==> config.mk <==
export PLATFORM = sky130hd
export DESIGN_NAME = dipid_wheel
export DESIGN_NICKNAME = d
export VERILOG_FILES = /design/src/assert_macros.svh /design/src/dipid_pkg.sv /design/src/dipid_wheel.sv
export SDC_FILE = /design/constraint.sdc
export NUM_CORES = 2
export LEC_CHECK = 0
export BUFFER_PORTS_ARGS = -buffer_cell sky130_fd_sc_hd__buf_2
export CORE_MARGIN = 1.5
export CORE_UTILIZATION = 40
export CTS_CLUSTER_SIZE = 12
export DETAILED_ROUTE_END_ITERATION = 8
export PLACE_DENSITY_LB_ADDON = 0.15
export SYNTH_ARGS = -nofsm -noshare
export SYNTH_HDL_FRONTEND = slang
export SYNTH_SLANG_ARGS = --single-unit
export TNS_END_PERCENT = 1
==> constraint.sdc <==
create_clock -name i_clk -period 72.4 [get_ports i_clk]
set_clock_uncertainty 0.2 [all_clocks]
set_input_delay 18.1 -clock i_clk [delete_from_list [all_inputs] [get_ports i_clk]]
set_output_delay 18.1 -clock i_clk [all_outputs]
set_load 0.01 [all_outputs]
==> src/assert_macros.svh <==
// Assertion macros shared by the RTL of the dual-wheel PID block.
// Depends on nothing; included by the modules that carry assertions.
`ifndef ASSERT_MACROS_SVH
`define ASSERT_MACROS_SVH

// Clocked assertion, disabled while reset is held low.
`define ASSERT_CLK(label, clk, rst_n, prop, msg) \
    label: assert property (@(posedge clk) disable iff (!rst_n) (prop)) else $error(msg);

// Clocked implication, disabled while reset is held low.
`define ASSERT_IMPL(label, clk, rst_n, ante, cons, msg) \
    label: assert property (@(posedge clk) disable iff (!rst_n) (ante) |-> (cons)) \
        else $error(msg);

`endif

==> src/dipid_pkg.sv <==
// Package of the dual-wheel incremental PID: register indexes, reset values,
// default parameters and the configuration struct. Depends on nothing.
package dipid_pkg;

    // Default parameter values
    localparam int SPEED_BITS_DEF     = 16;
    localparam int GAIN_FRAC_BITS_DEF = 8;

    // Width of the gains, clamps and drive outputs
    localparam int DRIVE_BITS = 16;
    localparam int CFG_ADDR_BITS = 3;

    // Configuration register indexes
    localparam logic [CFG_ADDR_BITS-1:0] REG_GAIN_P    = 3'd0;
    localparam logic [CFG_ADDR_BITS-1:0] REG_GAIN_I    = 3'd1;
    localparam logic [CFG_ADDR_BITS-1:0] REG_GAIN_D    = 3'd2;
    localparam logic [CFG_ADDR_BITS-1:0] REG_DRIVE_MAX = 3'd3;
    localparam logic [CFG_ADDR_BITS-1:0] REG_DRIVE_MIN = 3'd4;

    // Reset values of the configuration registers
    localparam logic [DRIVE_BITS-1:0] GAIN_P_RST    = 16'd7680;
    localparam logic [DRIVE_BITS-1:0] GAIN_I_RST    = 16'd1280;
    localparam logic [DRIVE_BITS-1:0] GAIN_D_RST    = 16'd0;
    localparam logic [DRIVE_BITS-1:0] DRIVE_MAX_RST = 16'd6500;
    localparam logic [DRIVE_BITS-1:0] DRIVE_MIN_RST = 16'd2500;

    // Configuration seen by both wheel datapaths
    typedef struct packed {
        logic [DRIVE_BITS-1:0] gain_p;
        logic [DRIVE_BITS-1:0] gain_i;
        logic [DRIVE_BITS-1:0] gain_d;
        logic [DRIVE_BITS-1:0] drive_max;
        logic [DRIVE_BITS-1:0] drive_min;
    } t_cfg;

endpackage

==> src/dipid_wheel.sv <==
// One wheel of the incremental PID: error history, previous drive and the
// single-pass increment, truncation and clamp logic. Depends on dipid_pkg.
module dipid_wheel import dipid_pkg::*; #(
    parameter int SPEED_BITS     = SPEED_BITS_DEF,
    parameter int GAIN_FRAC_BITS = GAIN_FRAC_BITS_DEF
) (
    input  logic                         i_clk,
    input  logic                         i_rst_n,
    input  t_cfg                         i_cfg,
    input  logic                         i_adv,
    input  logic signed [SPEED_BITS-1:0] i_target,
    input  logic signed [SPEED_BITS-1:0] i_measured,
    output logic [DRIVE_BITS-1:0]        o_drive
);

    // Width of the exact total, with headroom for the scaled previous drive
    localparam int PW = SPEED_BITS + 20;
    localparam int DW = DRIVE_BITS + GAIN_FRAC_BITS + 1;
    localparam int TW = ((PW > DW) ? PW : DW) + 2;
    localparam logic [TW-1:0] RND = TW'((64'd1 << GAIN_FRAC_BITS) - 64'd1);

    logic [DRIVE_BITS-1:0]        r_prev;
    logic signed [SPEED_BITS:0]   r_e1;
    logic signed [SPEED_BITS:0]   r_e2;

    logic signed [SPEED_BITS:0]   w_err;
    logic signed [SPEED_BITS+1:0] w_dp;
    logic signed [SPEED_BITS+2:0] w_dd;
    logic signed [DRIVE_BITS:0]   w_kp;
    logic signed [DRIVE_BITS:0]   w_ki;
    logic signed [DRIVE_BITS:0]   w_kd;
    logic signed [PW-1:0]         w_pp;
    logic signed [PW-1:0]         w_pi;
    logic signed [PW-1:0]         w_pd;
    logic signed [TW-1:0]         w_prev_s;
    logic signed [TW-1:0]         w_tot;
    logic signed [TW-1:0]         w_adj;
    logic signed [TW-1:0]         w_q;
    logic signed [TW-1:0]         w_max;
    logic signed [TW-1:0]         w_min;
    logic signed [TW-1:0]         w_hi;
    logic signed [TW-1:0]         w_lo;

    // Error and its first and second differences
    always_comb begin
        w_err = (SPEED_BITS+1)'(i_target) - (SPEED_BITS+1)'(i_measured);
        w_dp  = (SPEED_BITS+2)'(w_err) - (SPEED_BITS+2)'(r_e1);
        w_dd  = (SPEED_BITS+3)'(w_err) + (SPEED_BITS+3)'(r_e2)
              - ((SPEED_BITS+3)'(r_e1) <<< 1);
    end

    // Gains are unsigned; a zero top bit lets them join signed products
    assign w_kp = $signed({1'b0, i_cfg.gain_p});
    assign w_ki = $signed({1'b0, i_cfg.gain_i});
    assign w_kd = $signed({1'b0, i_cfg.gain_d});

    // The three gain products work side by side
    always_comb begin
        w_pp = PW'(w_dp) * PW'(w_kp);
        w_pi = PW'(w_err) * PW'(w_ki);
        w_pd = PW'(w_dd) * PW'(w_kd);
    end

    // Exact total, then division by the gain scale truncating toward zero
    always_comb begin
        w_prev_s = $signed(TW'(r_prev) << GAIN_FRAC_BITS);
        w_tot    = TW'(w_pp) + TW'(w_pi) + TW'(w_pd) + w_prev_s;
        w_adj    = w_tot + (w_tot[TW-1] ? $signed(RND) : $signed(TW'(0)));
        w_q      = w_adj >>> GAIN_FRAC_BITS;
    end

    // Upper clamp first, then lower, so crossed clamps give the minimum
    always_comb begin
        w_max   = $signed(TW'(i_cfg.drive_max));
        w_min   = $signed(TW'(i_cfg.drive_min));
        w_hi    = (w_q > w_max) ? w_max : w_q;
        w_lo    = (w_hi < w_min) ? w_min : w_hi;
        o_drive = w_lo[DRIVE_BITS-1:0];
    end

    // History moves on only when the request passes to the result register
    always_ff @(posedge i_clk) begin
        if (!i_rst_n) begin
            r_prev <= '0;
            r_e1   <= '0;
            r_e2   <= '0;
        end else if (i_adv) begin
            r_prev <= o_drive;
            r_e2   <= r_e1;
            r_e1   <= w_err;
        end
    end

endmodule

==> Yosys cells after proc, flatten, opt, wreduce, memory -nomap -nowiden <==
Cells that the tools add are included.
{ "totals": {"regBits": 50, "output_inout_bits": 16, "elab_cells": 19} }
{ "op_classes": {"n_addsub": 8, "multipliers": 3, "order_cmp": 2, "muxes": 3} }
{ "ops": {"columns": ["cell", "n"], "rows": [
  ["$add A37 B25 Y38", 1],
  ["$add A38 B9 Y38", 1],
  ["$lt A38 B17 Y1", 1],
  ["$mux W38", 1],
  ["$add A36 B36 Y37", 1],
  ["$add A35 B34 Y36", 1],
  ["$mul A19 B17 Y36", 1],
  ["$mul A18 B17 Y35", 1],
  ["$mul A17 B17 Y34", 1],
  ["$gt A30 B17 Y1", 1],
  ["$sub A18 B18 Y19", 1],
  ["$add A17 B17 Y18", 1],
  ["$sub A17 B17 Y18", 1],
  ["$sub A16 B16 Y17", 1],
  ["$mux W16", 1],
  ["$mux W8", 1]
]} }

==> Longest topological paths before layout <==
{ "logic_depth": {"depth_word": 12, "ltp_mapped": 85} }

==> Worst setup path after synthesis <==
Ideal clock, no wire load.
{ "synth_timing": {"path_type": "input port to output port", "startpoint": "in i_target[0]", "endpoint": "out o_drive[10]", "arrival_ns": 35.387, "t_required_ns": 54.100, "path_slack_ns": 18.713, "stages": 81, "path_buffers": 6, "cell_sequence": "inv_1 > ha_1 > fa_1 > nor2b_1 > o21ai_0 > a21boi_0 > o21ai_0 > a21boi_0 > o21ai_0 > a21boi_0 > o21ai_0 > a21boi_0 > o21ai_0 > a21o_1 > a211o_1 > nor2_1 > clkbuf_1 > fa_1 > (+45 left out) > a221o_1 > o41ai_1 > and3_1 > and2_1 > buf_4 > buf_4 > a32oi_1 > o211ai_1 > ha_1 > a21o_1 > a21o_1 > a21oi_1 > o211ai_1 > a21oi_1 > nor3_1 > a41o_4 > buf_6 > mux2_4"} }
{ "synth_between": {"elab_chain_cells": 12, "elab_cells_between_ends": 16, "classes_between": "add/sub (8); mul (3); order compare (2); mux (3)"} }
{ "synth_rtl": {"columns": ["item", "line", "text"], "rows": [
  ["from (decl)", "dipid_wheel.sv:11", "input logic signed [SPEED_BITS-1:0] i_target,"],
  ["$sub A16 B16 Y17 *", "dipid_wheel.sv:46", "w_err = (SPEED_BITS+1)'(i_target) - (SPEED_BITS+1)'(i_measured);"],
  ["named net w_err[14]", "dipid_wheel.sv:26", "logic signed [SPEED_BITS:0] w_err;"],
  ["$sub A17 B17 Y18 / $add A17 B17 Y18 (equally long branches)", "dipid_wheel.sv:47, dipid_wheel.sv:48", null],
  ["$mul A18 B17 Y35 / $sub A18 B18 Y19 (equally long branches)", "dipid_wheel.sv:59, dipid_wheel.sv:49", null],
  ["$add A35 B34 Y36 / $mul A19 B17 Y36 (equally long branches)", "dipid_wheel.sv:67, dipid_wheel.sv:61", null],
  ["$add A36 B36 Y37 *", "dipid_wheel.sv:67", "w_tot = TW'(w_pp) + TW'(w_pi) + TW'(w_pd) + w_prev_s;"],
  ["$add A37 B25 Y38 *", "dipid_wheel.sv:67", null],
  ["$mux W8", "dipid_wheel.sv:68", "w_adj = w_tot + (w_tot[TW-1] ? $signed(RND) : $signed(TW'(0)));"],
  ["$add A38 B9 Y38 *", "dipid_wheel.sv:68", null],
  ["$gt A30 B17 Y1", "dipid_wheel.sv:76", "w_hi = (w_q > w_max) ? w_max : w_q;"],
  ["$mux W38 *", "dipid_wheel.sv:76", null],
  ["$lt A38 B17 Y1", "dipid_wheel.sv:77", "w_lo = (w_hi < w_min) ? w_min : w_hi;"],
  ["$mux W16 *", "dipid_wheel.sv:77", null],
  ["to (decl)", "dipid_wheel.sv:13", "output logic [DRIVE_BITS-1:0] o_drive"]
]} }
The timed path passes the listed nets; every way through them passes the cells marked *.

==> Worst setup path in the final report <==
{ "layout_timing": {"startpoint": "in i_target[0]", "endpoint": "out o_drive[14]"} }
{ "layout_between": {"elab_chain_cells": 12, "elab_cells_between_ends": 16, "classes_between": "add/sub (8); mul (3); order compare (2); mux (3)"} }
{ "layout_rtl": {"columns": ["item", "line"], "rows": [
  ["$sub A16 B16 Y17 *", "dipid_wheel.sv:46"],
  ["$sub A17 B17 Y18 / $add A17 B17 Y18 (equally long branches)", "dipid_wheel.sv:47, dipid_wheel.sv:48"],
  ["$mul A18 B17 Y35 / $sub A18 B18 Y19 (equally long branches)", "dipid_wheel.sv:59, dipid_wheel.sv:49"],
  ["$add A35 B34 Y36 / $mul A19 B17 Y36 (equally long branches)", "dipid_wheel.sv:67, dipid_wheel.sv:61"],
  ["$add A36 B36 Y37 *", "dipid_wheel.sv:67"],
  ["$add A37 B25 Y38 *", "dipid_wheel.sv:67"],
  ["$mux W8", "dipid_wheel.sv:68"],
  ["$add A38 B9 Y38 *", "dipid_wheel.sv:68"],
  ["$gt A30 B17 Y1", "dipid_wheel.sv:76"],
  ["$mux W38 *", "dipid_wheel.sv:76"],
  ["$lt A38 B17 Y1", "dipid_wheel.sv:77"],
  ["$mux W16 *", "dipid_wheel.sv:77"]
]} }
Every way passes the cells marked *; elsewhere a longest branch is shown, timed or not.

==> results list <==
- Leading cell types by total area after synthesis: sky130_fd_sc_hd__fa_1 (50%), sky130_fd_sc_hd__inv_1 (11%), sky130_fd_sc_hd__ha_1 (9.1%), sky130_fd_sc_hd__and2_1 (5.1%), sky130_fd_sc_hd__nand2_1 (4.5%)
* Critical Path Slowest Stage Cell: sky130_fd_sc_hd__o21a_1
* Number of nets with antenna violations after detailed routing: 0
* Number of pins exceeding their max-slew limit in the final report: 0
- By instance count, the cell type seen most on the critical path is sky130_fd_sc_hd__fa_1.
* Core area: 0.106 mm^2
- Detailed placement ended at an HPWL of between 100 and 150 mm.
- Met2 routed wirelength: 55.9 mm
- In this run the worst path has a maximum fanout of 50.
- The initial antenna violation count was 5.
- Final routed DRC violation total: 0
- The tree is rooted in a sky130_fd_sc_hd__clkbuf_16.
* Setup Viol. Count Final: 0
- Most frequent cell after synthesis: sky130_fd_sc_hd__inv_1
* Placement Cell Area: roughly 0.045 mm^2
- Among all flip-flop cells after synthesis, the most frequent one is sky130_fd_sc_hd__dfxtp_1.
* Number of nets in the finished design: 6195
- Netlist area before placement: between 0.04 and 0.05 mm^2
* CTS tree: built
- Relative to the synthesized area, the layout overhead comes to 5.11%.
- Measured along the y axis, the die boundary spans about 330 um.
* Worst setup slack after layout: 15550 ps
- Yosys mapped a number of flops with a built-in enable equal to 0.
- Register area share after synthesis: 2.34%
- Clock-pin slew was measured on the worst setup and hold paths at roughly 90 ps.
- Setup Fix Bufs, Post-CTS: 0
* Detail Route met3 WL: about 7.6 mm
- Of all flip-flops after synthesis, the portion carrying an async set or reset was 0%.
* Count of buffer and inverter cells on the critical path: 11
- After detailed routing, the average wire length per cell comes to around 20 um.
- Number of cells upsized or downsized after cts: 0
* Warnings, synthesis: 0
- The highest metal layer carrying signal wires in the routed design is met4.
* Final TNS setup: 0 ps
- Clock latency at the later pin of the worst-skew pair: 350 ps
- After routing the design area is 0.0450 mm^2.
* Pre-CTS worst setup slack: 15730 ps
- The number of clock buffers added by TritonCTS is 5.
- The worst path uses between 70% and 80% of the clock period.
- From left edge to right edge, the die measures 330 um.
- Synthesized area per cell: around 9 um^2
* DR vias: about 30000
- Final hold analysis gives a worst-case slack of 315 ps.
- In this design, the largest share of critical-path delay is due to adder cells.
* Tightest Pin Transition: 1170 ps
* Vias in the first global route: about 33000
- Fraction of final layout cells sized beyond drive strength 1: between 5 and 6%
- Counting every net in the synthesized netlist gives just over 6000.
- Highest achievable clock rate: 17.6 MHz
- Setup repair after global routing missed its margin: false
* Largest net degree at the start of global routing: 65
* Total of buffers placed on input and output ports: between 100 and 150
- Kind of launch point of the worst setup path: primary input
- Area share of the largest cell type after synthesis: 50.1%
* DRT Pass-1 Iters: 5
* Maximum buffer depth of the clock tree: 2
- For this configuration, the core starts out at a cell density of approximately 40%.
- After the first detailed-routing iteration, the DRC count stood at about 1600.
* Hold-fix buffers, CTS: 0
- The netlist uses ~90 different library cells.
- Number of sinks on the clock net: 50
* Hold Path Class: flip-flop to flip-flop
- FF+latch count, synth: 50
* Max-cap violations: 0
- The worst setup path is of the primary input to output port kind.
- between 100 and 150 I/O pins were placed.
* Placer's final routability congestion estimate: between 0.9 and 1
* Worst EP required: between 50000 and 60000 ps
- DRT Wirelength: 125 mm
- Ranking of synthesized cells by instance count: sky130_fd_sc_hd__inv_1 (1216), sky130_fd_sc_hd__fa_1 (1070), sky130_fd_sc_hd__nand2_1 (508)
- Post-layout min period: between 50000 and 60000 ps
- Worst endpoint data arrival time: approximately 39000 ps
- Synthesis produced a netlist whose cell count is approximately 4700.
- Area leader, netlist: sky130_fd_sc_hd__fa_1
- Dividing the detail-routed via count by the number of cells gives about 5.0.
* DIE AREA: 0.109 mm^2
* Wire length on met1: 58.3 mm
- Maximum level of the CTS H-tree: 2
- Global route overflow: 0
* Run status: finished, final reports clean
- Global-route wire length before repair: roughly 200 mm
* Relative slew slack: between 20% and 30%
- Final-report hold violation count: 0
- CP max stage delay: between 600 and 700 ps
- Number of rows created at floorplan: 119
* Filler cells: about 11000
* Combined global-route utilization of all metal layers: between 20% and 30%
- STA classifies the critical path endpoint as an output port.
-- cell type report --
type                            instances  area, um^2  area share, %
Antenna cell                            2        5.00         0.0111
Inverter                             1216        4560           10.2
Tap cell                             1391        1740           3.87
Sequential cell                        50        1000           2.23
Clock inverter                          2        38.8         0.0863
Timing Repair Buffer                  183        1050           2.33
Clock buffer                            6         139          0.309
Multi-Input combinational cell       3244       36400           81.0
-- per-layer routing --
metal	vias up	global-route usage, %
met5	-	0
met4	0	4.76
met3	100	4.28
met2	686	37.7
met1	15608	35.2
li1	14070	-
-- cells by family (layout without fill, tap and decap cells) --
group                      Yosys count  count (layout)  share of synthesized area (%)
adders and majority gates         1380            1380                           59.1
other                                0               2                              0
DFF                                 50              50                           2.34
buffers and inverters             1421            1407                           12.7
and+or+nand+nor                   1293            1293                           15.6
xor gates and xnor gates            89              89                           1.86
muxes                               51              51                           1.37
AOI/OAI and AO/OA                  431             431                           7.04
-- path summary, 6_finish.rpt --
kind / start / endpoint / slack (ps) / cells past startpoint
worst max-delay path: i_target[0] / o_drive[14] / 15550 / 78
worst min-delay path: r_e1[1]$_SDFFE_PN0P_ / r_e1[1]$_SDFFE_PN0P_ / 320 / 1
worst max register to register: r_e1[1]$_SDFFE_PN0P_ / r_prev[15]$_SDFFE_PN0P_ / 52730 / 70
worst min register to register: r_e1[1]$_SDFFE_PN0P_ / r_e1[1]$_SDFFE_PN0P_ / 320 / 1
-- sequential cells by signal, indices dropped and copies added, names as in the netlist --
name	count
r_e1	17
r_e2	17
r_prev	16
-- placed cells by master (no fill, tap or decap), drive strengths merged, types with 21 or more instances in the layout --
| cell | synthesis | layout |
|---|---|---|
| a211oi | 25 | 25 |
| a21o | 23 | 23 |
| a21oi | 70 | 70 |
| a31oi | 26 | 26 |
| and2 | 347 | 347 |
| and3 | 39 | 39 |
| buf | 37 | 183 |
| dfxtp | 50 | 50 |
| fa | 1070 | 1070 |
| ha | 310 | 310 |
| inv | 1216 | 1217 |
| mux2i | 35 | 35 |
| nand2 | 509 | 509 |
| nand2b | 21 | 21 |
| nand3 | 40 | 40 |
| nor2 | 99 | 99 |
| nor2b | 85 | 85 |
| nor3 | 52 | 52 |
| o211ai | 28 | 28 |
| o21a | 30 | 30 |
| o21ai | 106 | 106 |
| xnor2 | 63 | 63 |
| xor2 | 26 | 26 |
-- through the flow --
step           util [%]  instances
2_1_floorplan         -       4715
3_3_place_gp       42.4       6084
3_5_place_dp       42.4       6084
4_1_cts            42.5       6092
5_1_grt            42.5       6092
6_report           42.5       6094
-- worst register-to-register path: cells and delay by family (launching register included) --
kind,cells,cell delay (ps)
AND/OR/NAND/NOR,13,3390
buffers and inverters,8,860
XOR/XNOR,2,960
AO/OA/AOI/OAI,32,7150
adder cells (fa/ha/maj),15,6580
flip-flops,1,360
Power is not shown: default switching activity piles up to over one toggle a cycle in this logic, so the estimate is an artifact.
